[src/hdl/assert_macros.svh]
// ---------------------------------------------------------------------------
// assert_macros.svh
// Shared concurrent assertion macros, clocked on clk, disabled in reset.
// ---------------------------------------------------------------------------
`ifndef ASSERT_MACROS_SVH
`define ASSERT_MACROS_SVH

// same-cycle implication
`define ASSERT_IMPL(lbl, ante, cons, msg) \
    lbl: assert property (@(posedge clk) disable iff (!rst_n) (ante) |-> (cons)) \
        else $error(msg);

// next-cycle implication
`define ASSERT_NEXT(lbl, ante, cons, msg) \
    lbl: assert property (@(posedge clk) disable iff (!rst_n) (ante) |=> (cons)) \
        else $error(msg);

`endif

[src/hdl/ttd_pkg.sv]
// ---------------------------------------------------------------------------
// ttd_pkg
// Types, codes and constants of the transposition table decipher block.
// ---------------------------------------------------------------------------
package ttd_pkg;

    localparam int DIM_W     = 12;
    localparam int POS_W     = 22;
    localparam int CHAR_W    = 8;
    localparam int ACTION_W  = 2;
    localparam int CFG_IDX_W = 2;
    localparam logic [DIM_W-1:0] MAX_DIM = 12'd2048;

    localparam logic [CFG_IDX_W-1:0] CFG_ROW_COUNT    = 2'd0;
    localparam logic [CFG_IDX_W-1:0] CFG_COLUMN_COUNT = 2'd1;

    localparam logic [CHAR_W-1:0] CHAR_UNDERSCORE = 8'h5F;
    localparam logic [CHAR_W-1:0] CHAR_BACKSLASH  = 8'h5C;
    localparam logic [CHAR_W-1:0] CHAR_SPACE      = 8'h20;
    localparam logic [CHAR_W-1:0] CHAR_NEWLINE    = 8'h0A;

    typedef enum logic [ACTION_W-1:0] {
        ACT_LOAD  = 2'd0,
        ACT_FETCH = 2'd1,
        ACT_START = 2'd2
    } action_t;

    typedef enum logic [2:0] {
        ST_IDLE,
        ST_LOAD_MUL,
        ST_LOAD_WR,
        ST_FETCH_OUT
    } state_t;

    typedef struct packed {
        logic start;
        logic load_step;
        logic mul;
        logic write;
        logic fetch_rd;
        logic out_load;
    } cmd_t;

    typedef struct packed {
        logic load_hit;
        logic out_free;
    } status_t;

    function automatic logic [CHAR_W-1:0] map_char(input logic [CHAR_W-1:0] c);
        logic [CHAR_W-1:0] m;
        m = c;
        if (c == CHAR_UNDERSCORE)
        begin
            m = CHAR_SPACE;
        end
        else if (c == CHAR_BACKSLASH)
        begin
            m = CHAR_NEWLINE;
        end
        return m;
    endfunction

endpackage

[src/hdl/ttd_ctrl.sv]
// ---------------------------------------------------------------------------
// ttd_ctrl
// Sequencer: accepts items and steps the datapath through start, load and fetch.
// ---------------------------------------------------------------------------
`include "assert_macros.svh"

module ttd_ctrl (
    input  logic                      clk,
    input  logic                      rst_n,
    input  logic                      s_tvalid,
    output logic                      s_tready,
    input  logic [ttd_pkg::ACTION_W-1:0] action,
    input  ttd_pkg::status_t          status,
    output ttd_pkg::cmd_t             cmd
);
    import ttd_pkg::*;

    state_t state_reg;
    state_t state_next;

    always_ff @(posedge clk or negedge rst_n)
    begin
        if (!rst_n)
        begin
            state_reg <= ST_IDLE;
        end
        else
        begin
            state_reg <= state_next;
        end
    end

    always_comb
    begin
        state_next = state_reg;
        s_tready   = 1'b0;
        cmd        = '0;
        case (state_reg)
            ST_IDLE:
            begin
                s_tready = 1'b1;
                if (s_tvalid)
                begin
                    case (action_t'(action))
                        ACT_LOAD:
                        begin
                            cmd.load_step = 1'b1;
                            if (status.load_hit)
                            begin
                                state_next = ST_LOAD_MUL;
                            end
                        end
                        ACT_FETCH:
                        begin
                            cmd.fetch_rd = 1'b1;
                            state_next   = ST_FETCH_OUT;
                        end
                        ACT_START:
                        begin
                            cmd.start = 1'b1;
                        end
                        default:
                        begin
                        end
                    endcase
                end
            end
            ST_LOAD_MUL:
            begin
                cmd.mul    = 1'b1;
                state_next = ST_LOAD_WR;
            end
            ST_LOAD_WR:
            begin
                cmd.write  = 1'b1;
                state_next = ST_IDLE;
            end
            ST_FETCH_OUT:
            begin
                if (status.out_free)
                begin
                    cmd.out_load = 1'b1;
                    state_next   = ST_IDLE;
                end
            end
            default:
            begin
                state_next = ST_IDLE;
            end
        endcase
    end

    // a pending result is never overwritten
    `ASSERT_IMPL(a_out_load_free, cmd.out_load, status.out_free, "result overwritten")
    // a load that finds a cell always reaches the write step
    `ASSERT_NEXT(a_mul_to_wr, state_reg == ST_LOAD_MUL, cmd.write, "load write missed")

endmodule

[config.mk]
export PLATFORM = sky130hd
export DESIGN_NAME = ttd_ctrl
export DESIGN_NICKNAME = d
export VERILOG_FILES = /design/src/hdl/ttd_pkg.sv /design/src/hdl/ttd_ctrl.sv
export VERILOG_INCLUDE_DIRS = /design/src /design/src/hdl
export SDC_FILE = /design/constraint.sdc
export NUM_CORES = 1
export LEC_CHECK = 0
export BUFFER_PORTS_ARGS = -buffer_cell sky130_fd_sc_hd__buf_2
export CORE_AREA = 2 2 39 41
export CTS_CLUSTER_DIAMETER = 150
export CTS_CLUSTER_SIZE = 28
export DETAILED_ROUTE_END_ITERATION = 12
export DIE_AREA = 0 0 41 43
export PLACE_DENSITY = 0.41
export REMOVE_ABC_BUFFERS = 1
export SYNTH_ARGS = -nofsm -noshare
export SYNTH_HDL_FRONTEND = slang
export SYNTH_SLANG_ARGS = --single-unit
[constraint.sdc]
create_clock -name clk -period 3.25 [get_ports clk]
set_input_delay 0.65 -clock clk [delete_from_list [all_inputs] [get_ports clk]]
set_output_delay 0.65 -clock clk [all_outputs]
set_load 0.005 [all_outputs]
-- Word-level counts from Yosys, hierarchy flattened
Cells that the tools add are included.
- bits in registers: 3
- latch bits: 0
- bits in writable memories: 0
- memory bits (read-only): 0
- input port bits: 7
- output and inout bits: 7
- logic and storage cells: 30
- memories kept: 0
- add/subtract/negate cells: 0
- $mul: 0
- divide/modulo/power cells: 0
- $lt $le $gt $ge: 0
- equal/unequal tests: 9
- shift-type cells: 0
- mux-type cells: 17
- bitwise operators: 0
- reductions and logical operators: 3
- operators with widths (operator ; number):
    1-bit two-way mux ; 10
    3-bit two-way mux ; 3
    3-bit case mux with 3 select lines ; 1
    3-bit by 2-bit == test with 1-bit output, second input constant ; 2
    3-bit case mux with 2 select lines ; 1
    2-bit two-way mux ; 2
    2-bit inequality test, second input constant ; 2
    4-bit AND reduction ; 1
    3-bit by 1-bit == test with 1-bit output, second input constant ; 1
    3-bit logical NOT ; 1
    3-bit by 1-bit inequality test with 1-bit output, second input constant ; 1
    3-bit inequality test, second input constant ; 1
    2-bit by 1-bit == test with 1-bit output, second input constant ; 1
    2-bit == test, second input constant ; 1
    2-bit logical NOT ; 1

-- Depth between registers and ports, before layout
Gate-level depths: netlist (run 1).
- depth after elaboration: 4
- mapped depth: 2
- mapped depth without buffers: 2

-- Worst setup path after synthesis (run 1)
Ideal clock, no wire load.
- path type: input port to output port
- start: in action[1] in the netlist's numbering
- end: out cmd[1] in the netlist's numbering
- data arrival time: 1.256 ns
- data required time: 2.600 ns
- slack: 1.344 ns
- stages: 2
- buffers on the path: 0
- cell sequence: or4b_4 -> nor2_1
- RTL lines (element ; RTL line ; RTL):
    from (decl) ; ttd_ctrl.sv:12 ; input logic [ttd_pkg::ACTION_W-1:0] action,
    to (decl) ; ttd_ctrl.sv:14 ; output ttd_pkg::cmd_t cmd

==> impl_metrics.csv, run 1 <==
group,metric,value,unit
synth,synth_largest_area_cell,"dfrtp_1",
sta,hold_viol,0,
synth,yosysUniqueCellTypes,11,
clock_network,cts_setup_buffers,0,
drt,wl_per_cell,9.57,µm
final_layout,antenna-diode-count,0,
final_layout,largest_reg_flops,2,
grt,gr-total-overflow,0,
worst_setup_path,reg2reg_depth,2,
grt,first_global_vias,163,
power,power.density,420,nW/µm²
power,peakVddDrop,107,µV
clock_network,holdBufCountCts,0,
place,place_area,239,µm²
worst_setup_path,critPathArrivalTime,1.47,ns
sta,tightest_slew,0.219,ns
synth,synth-seq-area-share,32.5,%
drt,route.detailed.drc,0,
sta,fmax,472,MHz
worst_setup_path,cpPeakStageDelay,0.50,ns
clock_network,clkSinkCount,2,
grt,grt_first_pass_wirelength,745,µm
sta,setup-tns-final,0,ns
synth,synth_edf_count,0,
sta,slew-limit-headroom,85.4,%
floorplanning,fp.dieArea,1760,µm²
sta,worst_hold_slack,0.203,ns
synth,synth_most_common_cell,"nor2_1",
floorplanning,die_w,41,µm
floorplanning,start_util,11.1,%
worst_setup_path,rrSetupSlack,2.06,ns
grt,grt_usage,7.63,%
synth,synth_common_cells,"nor2_1 (4), and2b_2 (2), dfrtp_1 (2), nand2_1 (2)",
worst_setup_path,end_kind,"primary output",
worst_setup_path,slowest_stage,"or4b_4",
drt,vias_per_cell,3.59,
place,gp_congestion,0.686,
synth,synth.ff_latch_count,2,
grt,antenna_found_initial,0,
worst_hold_path,hold_path_class,"input pin to async pin",
clock_network,cts_buffers,3,
clock_network,cts_tree,"yes",
floorplanning,chipHeight,43,µm
drt,met2_length,143,µm
status,status,"finished clean",
worst_setup_path,critPathKind,"input pin to primary output",
drt,drt-initial-drc-count,0,
clock_network,post_cts_resized,0,
worst_setup_path,cp.required,2.60,ns
floorplanning,io_pins,14,
clock_network,clk_pin_slew_worst_paths,0.03,ns
clock_network,h-tree-depth,1,
sta,slew_viol_final,0,
drt,wl_met3,80,µm
drt,met1Wirelength,245,µm
drt,final_antenna_net_count,0,
clock_network,clockBufferDepth,2,
clock_network,root_buffer,"clkbuf_4",
drt,vias,176,
final_layout,area_growth,69.9,%
sta,fin_crit,2.12,ns
final_layout,finalInstanceArea,262,µm²
worst_setup_path,r2r_end,"state_reg[0]",
worst_setup_path,cp_cell_sequence,"buf_2, or4b_4, nor2_1, buf_2",
worst_setup_path,crit_path_max_fanout,3,
place,port_buffers,13,
sta,period_share,65.2,%
worst_setup_path,path_delay_family,"simple AND/OR/NAND/NOR gates",
sta,fin_skew,0.00341,ns
final_layout,final_nets,42,
synth,synth_top_area_share,32.5,%
synth,synthTopCellsByArea,"dfrtp_1 (33%), and2b_2 (11%), nor2_1 (9.8%)",
floorplanning,rows,14,
floorplanning,coreArea,1380,µm²
final_layout,drive_above_1_share,66.7,%
drt,finalWirelength,469,µm
synth,ys.flop_type,"dfrtp_1",
synth,syn_inst,17,
synth,syn_area_per_cell,9.05,µm²
clock_network,clock_latency,0.22,ns
place,dpl.hpwl,351,µm
run,cap_violations,0,
power,power_leakage,0.000147,µW
worst_setup_path,worst-path-buf-inv,2,
synth,synthArstFlopShare,100,%
worst_setup_path,crit_path_start_kind,"input pin",
synth,syn_area,154,µm²
synth,ys_warn_count,0,
drt,highest_layer,"met3",
drt,dr.pass1.iters,1,
worst_setup_path,r2r-start,"state_reg[0]",
power,total_power,110,µW
worst_setup_path,crit_top_cell,"buf_2",
grt,grt_max_degree,9,
sta,rsz0062_at_grt,"no",
sta,setup_viol,0,
[report_power, final]
part / switching [µW] / leakage, µW / internal [µW]
sequential: 4.27 / 0.0000264 / 27.4
combinational: 9.84 / 0.000107 / 13.7
clock: 13.9 / 0.0000138 / 40.7
total: 28.0 / 0.000147 / 81.8
[cell type report]
class / instances / area, µm²
tap: 16 / 20.0
clock buffer: 3 / 22.5
fill: 158 / 1120
timing repair buffer: 13 / 65.1
inverter: 1 / 3.75
sequential: 2 / 50.0
multi-input combinational: 14 / 100
[logic make-up (layout without fill, tap and decap cells)]
group	after synthesis	in the layout	synth area share, %
buffers and inverters	1	17	2.44
flip-flops	2	2	32.5
AND/OR/NAND/NOR	12	12	50.4
AO/OA/AOI/OAI	2	2	14.6
[worst max path at each step]
stage,start,endpoint,slack [ns],cells past startpoint
floorplan,action[1],cmd[1],1.34,2
global placement,action[1],cmd[1],1.13,4
detailed placement,action[1],cmd[1],1.13,4
CTS,action[1],cmd[1],1.13,4
global route,state_reg[0],cmd[4],1.06,3
finish,action[1],cmd[1],1.13,4
[placed cells by master, fill, tap and decap left out, drive strengths merged]
cell type	instances
and4	1
nand2	2
a22o	1
o22ai	1
clkbuf	3
and3	1
nor3b	1
buf	13
nor2	4
and2b	2
dfrtp	2
or4b	1
inv	1
[worst reg2reg max path, cell delays in order, from the launching register on]
cell and delay [ns]:
dfrtp_1 0.43, or4b_4 0.58, o22ai_2 0.10
[layer usage]
metal / up-vias / global-route usage [%]
li1: 92 / -
met1: 70 / 9.00
met2: 14 / 6.56
met3: 0 / 7.85
met4: 0 / 8.00
met5: - / 0
[per-stage QoR]
step                      util [%]  cells  setup slack, ns
after global placement        17.3     46             1.13
after detailed placement      17.3     46             1.13
after CTS                     18.9     49             1.13
after global routing          18.9     49             1.06
final                         18.9     49             1.13
after floorplan                  -     17             1.34
(Power assumes the default switching activity.)
==> run 2, diff against run 1 <==
ABC_AREA = 1   (was unset)
PLACE_DENSITY = 0.43   (was 0.41)
clock period = 1.8 ns   (was 3.25 ns; I/O delays follow)
==> run 2 against run 1 <==
Compared with the run above:
- clock skew down 0.0032 ns
- routed wire length decreased by 7.5%
- critical endpoint is now cmd[5]
- clock power grew 85%
- sequential share of layout area decreased by 1.6 points
- global-route usage is 0.40 points lower
- worst hold slack improved by 0.21 ns
- count of clock-buffer cells in the layout did not move
- critical path type is now flip-flop to primary output
==> impl_metrics.csv, run 2 <==
group,metric,value,unit
clock_network,cts_buffers,3,
synth,synthTopCellsByArea,"dfrtp_1 (30%), inv_1 (13%), nor2_1 (13%)",
synth,yosysUniqueCellTypes,11,
sta,setup_viol,0,
power,power_switching,59.9,µW
final_layout,largest_reg_flops,2,
floorplanning,start_util,12.1,%
final_layout,drive_above_1_share,46.5,%
sta,period_share,81.8,%
worst_setup_path,crit_path_max_fanout,5,
power,intPower,146,µW
sta,fmax,679,MHz
final_layout,finalInstanceArea,285,µm²
worst_hold_path,holdPathStages,4,
floorplanning,die_w,41,µm
synth,ys_warn_count,0,
sta,fin_crit,1.47,ns
clock_network,cts_tree,"yes",
synth,synthArstFlopShare,100,%
final_layout,final_cell_mix,"buf_2 (13), inv_1 (6), nor2_1 (6)",
drt,route.detailed.drc,0,
place,gp_congestion,0.683,
sta,hold_viol,0,
sta,slew_viol_final,0,
worst_hold_path,hold_path_class,"input pin to flip-flop",
synth,synth_top_area_share,29.9,%
grt,grt_first_pass_wirelength,703,µm
worst_setup_path,cpPeakStageDelay,0.43,ns
synth,syn_inst,26,
synth,synth_largest_area_cell,"dfrtp_1",
drt,dr.pass1.iters,1,
final_layout,final_cells,59,
synth,muxShareOfSynthArea,0,%
synth,synthXorXnorAreaFrac,0,%
synth,syn_area,168,µm²
worst_setup_path,end_kind,"primary output",
synth,synth_edf_count,0,
clock_network,post_cts_resized,0,
synth,synth_top_family_by_area,"simple AND/OR/NAND/NOR gates",
clock_network,clockBufferDepth,2,
sta,fin_skew,0.000197,ns
grt,first_global_vias,193,
worst_setup_path,cp_cell_sequence,"nor2_4, nand3_2, nor2_1, buf_2",
floorplanning,chipHeight,43,µm
clock_network,h-tree-depth,1,
synth,synth_common_cells,"inv_1 (6), nor2_1 (6), nand2_1 (3), nand3_1 (3), dfrtp_1 (2)",
drt,drt-initial-drc-count,0,
sta,rsz0062_at_grt,"no",
power,p_seq_share,27.5,%
worst_setup_path,cp.required,1.44,ns
synth,yosys.area_share.simple,51.5,%
power,power.density,721,nW/µm²
place,place_inst,55,
worst_setup_path,critPathKind,"flip-flop to primary output",
drt,finalWirelength,434,µm
synth,ys.flop_type,"dfrtp_1",
worst_setup_path,slowest_stage,"dfrtp_1",
grt,grt_usage,7.23,%
worst_setup_path,crit_path_start_kind,"flip-flop",
run,cap_violations,0,
power,peakVddDrop,138,µV
drt,vias,210,
floorplanning,rows,14,
drt,wl_per_cell,7.36,µm
grt,grt_max_degree,6,
clock_network,clk_pin_slew_worst_paths,0.03,ns
drt,vias_per_cell,3.56,
sta,slew-limit-headroom,86.5,%
final_layout,final_nets,52,
place,port_buffers,13,
drt,final_antenna_net_count,0,
synth,synthAdderAreaFrac,0,%
floorplanning,fp.dieArea,1760,µm²
clock_network,root_buffer,"clkbuf_4",
clock_network,clkSinkCount,2,
place,dpl.hpwl,343,µm
synth,synth.ff_latch_count,2,
worst_setup_path,critPathArrivalTime,1.11,ns
floorplanning,io_pins,14,
power,power_frac_clock,49.0,%
status,status,"finished clean",
floorplanning,coreArea,1380,µm²
synth,synth_compound_area_share,2.99,%
power,power_leakage,0.000174,µW
sta,tightest_slew,0.203,ns
final_layout,fillers,163,
sta,setup-tns-final,0,ns
grt,gr-total-overflow,0,
place,place_area,253,µm²
final_layout,area_growth,70.1,%
final_layout,antenna-diode-count,0,
worst_setup_path,reg2reg_depth,3,
final_layout,layout_commonest_cell,"buf_2",
synth,synth-seq-area-share,29.9,%
synth,syn_area_per_cell,6.45,µm²
power,swShare,29.1,%
clock_network,clock_latency,0.22,ns
power,combPwrFrac,23.6,%
grt,antenna_found_initial,0,
## run 2: cell count changes after synthesis, sizes merged, moves of 2 or more
cell / delta
and2b: -2
nand3: +4
nor2: +3
inv: +6
## run 2: power groups by stage
stage	registers, µW	clock network, µW	logic (µW)
final	56.5	101	48.5
after floorplan	56.0	0	25.7
after CTS	56.5	107	49.4
after detailed placement	56.9	0	47.5
after global routing	57.1	119	55.7
after global placement	57.7	0	48.0
## run 2: critical path: cells and delay by family (launching register included)
family | cells | cell delay (ns)
flip-flops | 1 | 0.43
AND/OR/NAND/NOR | 3 | 0.34
buffers and inverters | 1 | 0.12
## run 2: metrics by stage
stage | hold slack (ns) | total power [µW] | utilization [%] | setup WS [ns]
final | 0.416 | 206 | 20.6 | 0.328
after global routing | 0.425 | 232 | 20.6 | 0.224
after CTS | 0.413 | 213 | 20.6 | 0.318
after detailed placement | 0.147 | 104 | 18.3 | 0.567
after global placement | 0.149 | 106 | 18.3 | 0.572
after floorplan | 0.0644 | 81.7 | - | 0.688
## run 2: logic make-up after synthesis
group,Yosys count
compound gates,1
buf+inv,7
flops,2
simple gates,16
## run 2: final cells by class
class	count	area, µm²	share of cell area, %
Multi-Input combinational cell	17	91.3	32.0
Inverter	7	26.3	9.21
Clock buffer	3	22.5	7.89
Sequential cell	2	50.0	17.5
Tap cell	16	20.0	7.02
Timing Repair Buffer	14	75.1	26.3
## run 2: what timing repair did
item / 4_1_cts / 5_1_grt
setup buffers: 0 / 0
hold buffers: 1 / 0
endpoints found under the hold margin: 2 / 0
## run 2: worst paths after layout
kind	slack (ns)	start	endpoint
max	0.33	state_reg[0]	cmd[5]
min	0.42	action[1]	state_reg[0]
max reg2reg	0.98	state_reg[1]	state_reg[1]
min reg2reg	0.62	state_reg[0]	state_reg[1]
max in group asynchronous	1.26	rst_n	state_reg[1]
min in group asynchronous	0.45	rst_n	state_reg[0]
## run 2: routing by layer
metal / vias to the layer above / global-route usage, % / share of wire, %
met3: 0 / 5.24 / 7.1
met2: 6 / 7.81 / 51
met1: 89 / 6.11 / 41
met4: 0 / 12.0 / 0
li1: 115 / - / -
met5: - / 0 / 0
==> run 3, diff against run 2 <==
PLACE_DENSITY = 0.42   (was 0.43)
clock period = 1.4 ns   (was 1.8 ns; I/O delays follow)
==> run 3 against run 2 <==
Compared with the run above:
- worst setup slack worse by 0.26 ns
- non-clock buffer count is 2 higher
- final cell count is 3.4% higher
- critical path depth stayed put
- routed wire length is 3.9% higher
- combinational power is 53% higher
- first-iteration DRC count is 1 higher
- flip-flop and latch count stayed put
- final area is 6.1% higher
- clock power is 26% higher
- largest power group unchanged
==> impl_metrics.csv, run 3 (synthesis results as in run 2) <==
group,metric,value,unit
status,status,"finished clean",
grt,grt_max_degree,6,
grt,grt_first_pass_wirelength,710,µm
floorplanning,fp.dieArea,1760,µm²
grt,first_global_vias,193,
grt,gr-total-overflow,0,
final_layout,antenna-diode-count,0,
floorplanning,chipHeight,43,µm
grt,antenna_found_initial,0,
power,power.density,906,nW/µm²
place,dpl.hpwl,357,µm
sta,fin_crit,1.34,ns
sta,fin_skew,0.00102,ns
drt,dr.pass1.iters,3,
sta,period_share,95.4,%
sta,setup_slack,0.0644,ns
worst_setup_path,end_kind,"primary output",
drt,vias,220,
clock_network,cts_buffers,3,
power,power_switching,76.7,µW
clock_network,clkSinkCount,2,
clock_network,clock_latency,0.22,ns
power,peakVddDrop,223,µV
drt,final_antenna_net_count,0,
final_layout,finalInstanceArea,303,µm²
clock_network,root_buffer,"clkbuf_4",
worst_setup_path,crit_path_max_fanout,4,
sta,tightest_slew,0.120,ns
drt,route.detailed.drc,0,
drt,vias_per_cell,3.61,
final_layout,area_growth,80.6,%
power,power_leakage,0.000181,µW
place,gp_congestion,0.639,
final_layout,final_cell_mix,"buf_2 (13), inv_1 (6), nor2_1 (6)",
final_layout,drive_above_1_share,53.3,%
worst_setup_path,crit_path_start_kind,"flip-flop",
place,place_area,253,µm²
worst_setup_path,cp.required,1.12,ns
sta,slew_viol_final,0,
power,p_seq_share,26.7,%
clock_network,clockBufferDepth,2,
place,dp_slack,0.255,ns
sta,rsz0062_at_grt,"yes",
sta,slew-limit-headroom,92.0,%
drt,drt-initial-drc-count,1,
sta,worst_hold_slack,0.339,ns
sta,setup-tns-final,0,ns
floorplanning,rows,14,
sta,hold_viol,0,
run,cap_violations,0,
power,power_frac_clock,46.2,%
worst_setup_path,critPathArrivalTime,1.06,ns
clock_network,cts_tree,"yes",
floorplanning,io_pins,14,
floorplanning,coreArea,1380,µm²
clock_network,h-tree-depth,1,
floorplanning,die_w,41,µm
sta,setup_viol,0,
power,intPower,198,µW
drt,wl_per_cell,7.39,µm
grt,grt_usage,6.83,%
floorplanning,start_util,12.1,%
drt,finalWirelength,451,µm
final_layout,layout_commonest_cell,"buf_2",
sta,fmax,749,MHz
final_layout,largest_reg_flops,2,
place,port_buffers,13,
worst_setup_path,critPathKind,"flip-flop to primary output",
final_layout,final_util,21.9,%
clock_network,clk_pin_slew_worst_paths,0.03,ns
worst_hold_path,hold_path_class,"input pin to flip-flop",
final_layout,final_nets,54,
power,swShare,28.0,%
power,combPwrFrac,27.1,%
-- run 3: cell count changes in the layout (fill, tap and decap cells not counted) --
cell     delta
buf_4       +2
dfrtp_1     -2
dfrtp_2     +2
-- run 3: layout make-up --
class | count | area, µm²
repair buffers | 16 | 90.1
fillers | 168 | 1080
flip-flops and latches | 2 | 52.6
inverters | 7 | 26.3
clock buffers | 3 | 22.5
well taps | 16 | 20.0
multi-input cells | 17 | 91.3
-- run 3: timing repair --
action	CTS	global route
hold endpoints to repair	2	0
setup buffers	0	2
hold buffers	1	0
endpoints found under the setup margin	0	3
resized for setup	0	2
-- run 3: worst max-delay path, cell delays in order, from the launching register on --
cell     delay [ns]
dfrtp_2        0.43
nor2_4         0.14
nand3_2        0.07
nor2_1         0.08
buf_2          0.11
-- run 3: final timing paths --
kind	cells past startpoint	slack [ns]	start	endpoint
worst max-delay path	4	0.06	state_reg[1]	cmd[5]
worst min-delay path	3	0.34	action[0]	state_reg[1]
worst max register to register	4	0.52	state_reg[1]	state_reg[0]
worst min register to register	2	0.58	state_reg[1]	state_reg[0]
max in group asynchronous	2	0.92	rst_n	state_reg[0]
min in group asynchronous	2	0.37	rst_n	state_reg[1]
-- run 3: power by group through the flow --
stage | clock (µW) | combinational, µW | sequential, µW
4_1_cts | 136 | 64.1 | 72.8
3_3_place_gp | 0 | 61.9 | 73.5
2_1_floorplan | 0 | 33.0 | 72.0
3_5_place_dp | 0 | 61.6 | 73.3
6_report | 127 | 74.3 | 73.4
5_1_grt | 152 | 83.2 | 74.3
-- run 3: stage by stage --
step	instances	power, µW
2_1_floorplan	26	105
3_3_place_gp	55	135
3_5_place_dp	55	135
4_1_cts	59	273
5_1_grt	61	310
6_report	61	274
-- run 3: metal layers --
| layer | routed length, µm | part of all wire, % | vias up | global-route usage [%] |
|---|---|---|---|---|
| met3 | 37 | 8.2 | 0 | 3.14 |
| li1 | - | - | 119 | - |
| met4 | 0 | 0 | 0 | 10.0 |
| met2 | 205 | 45 | 8 | 7.19 |
| met5 | 0 | 0 | - | 0 |
| met1 | 209 | 46 | 93 | 7.72 |
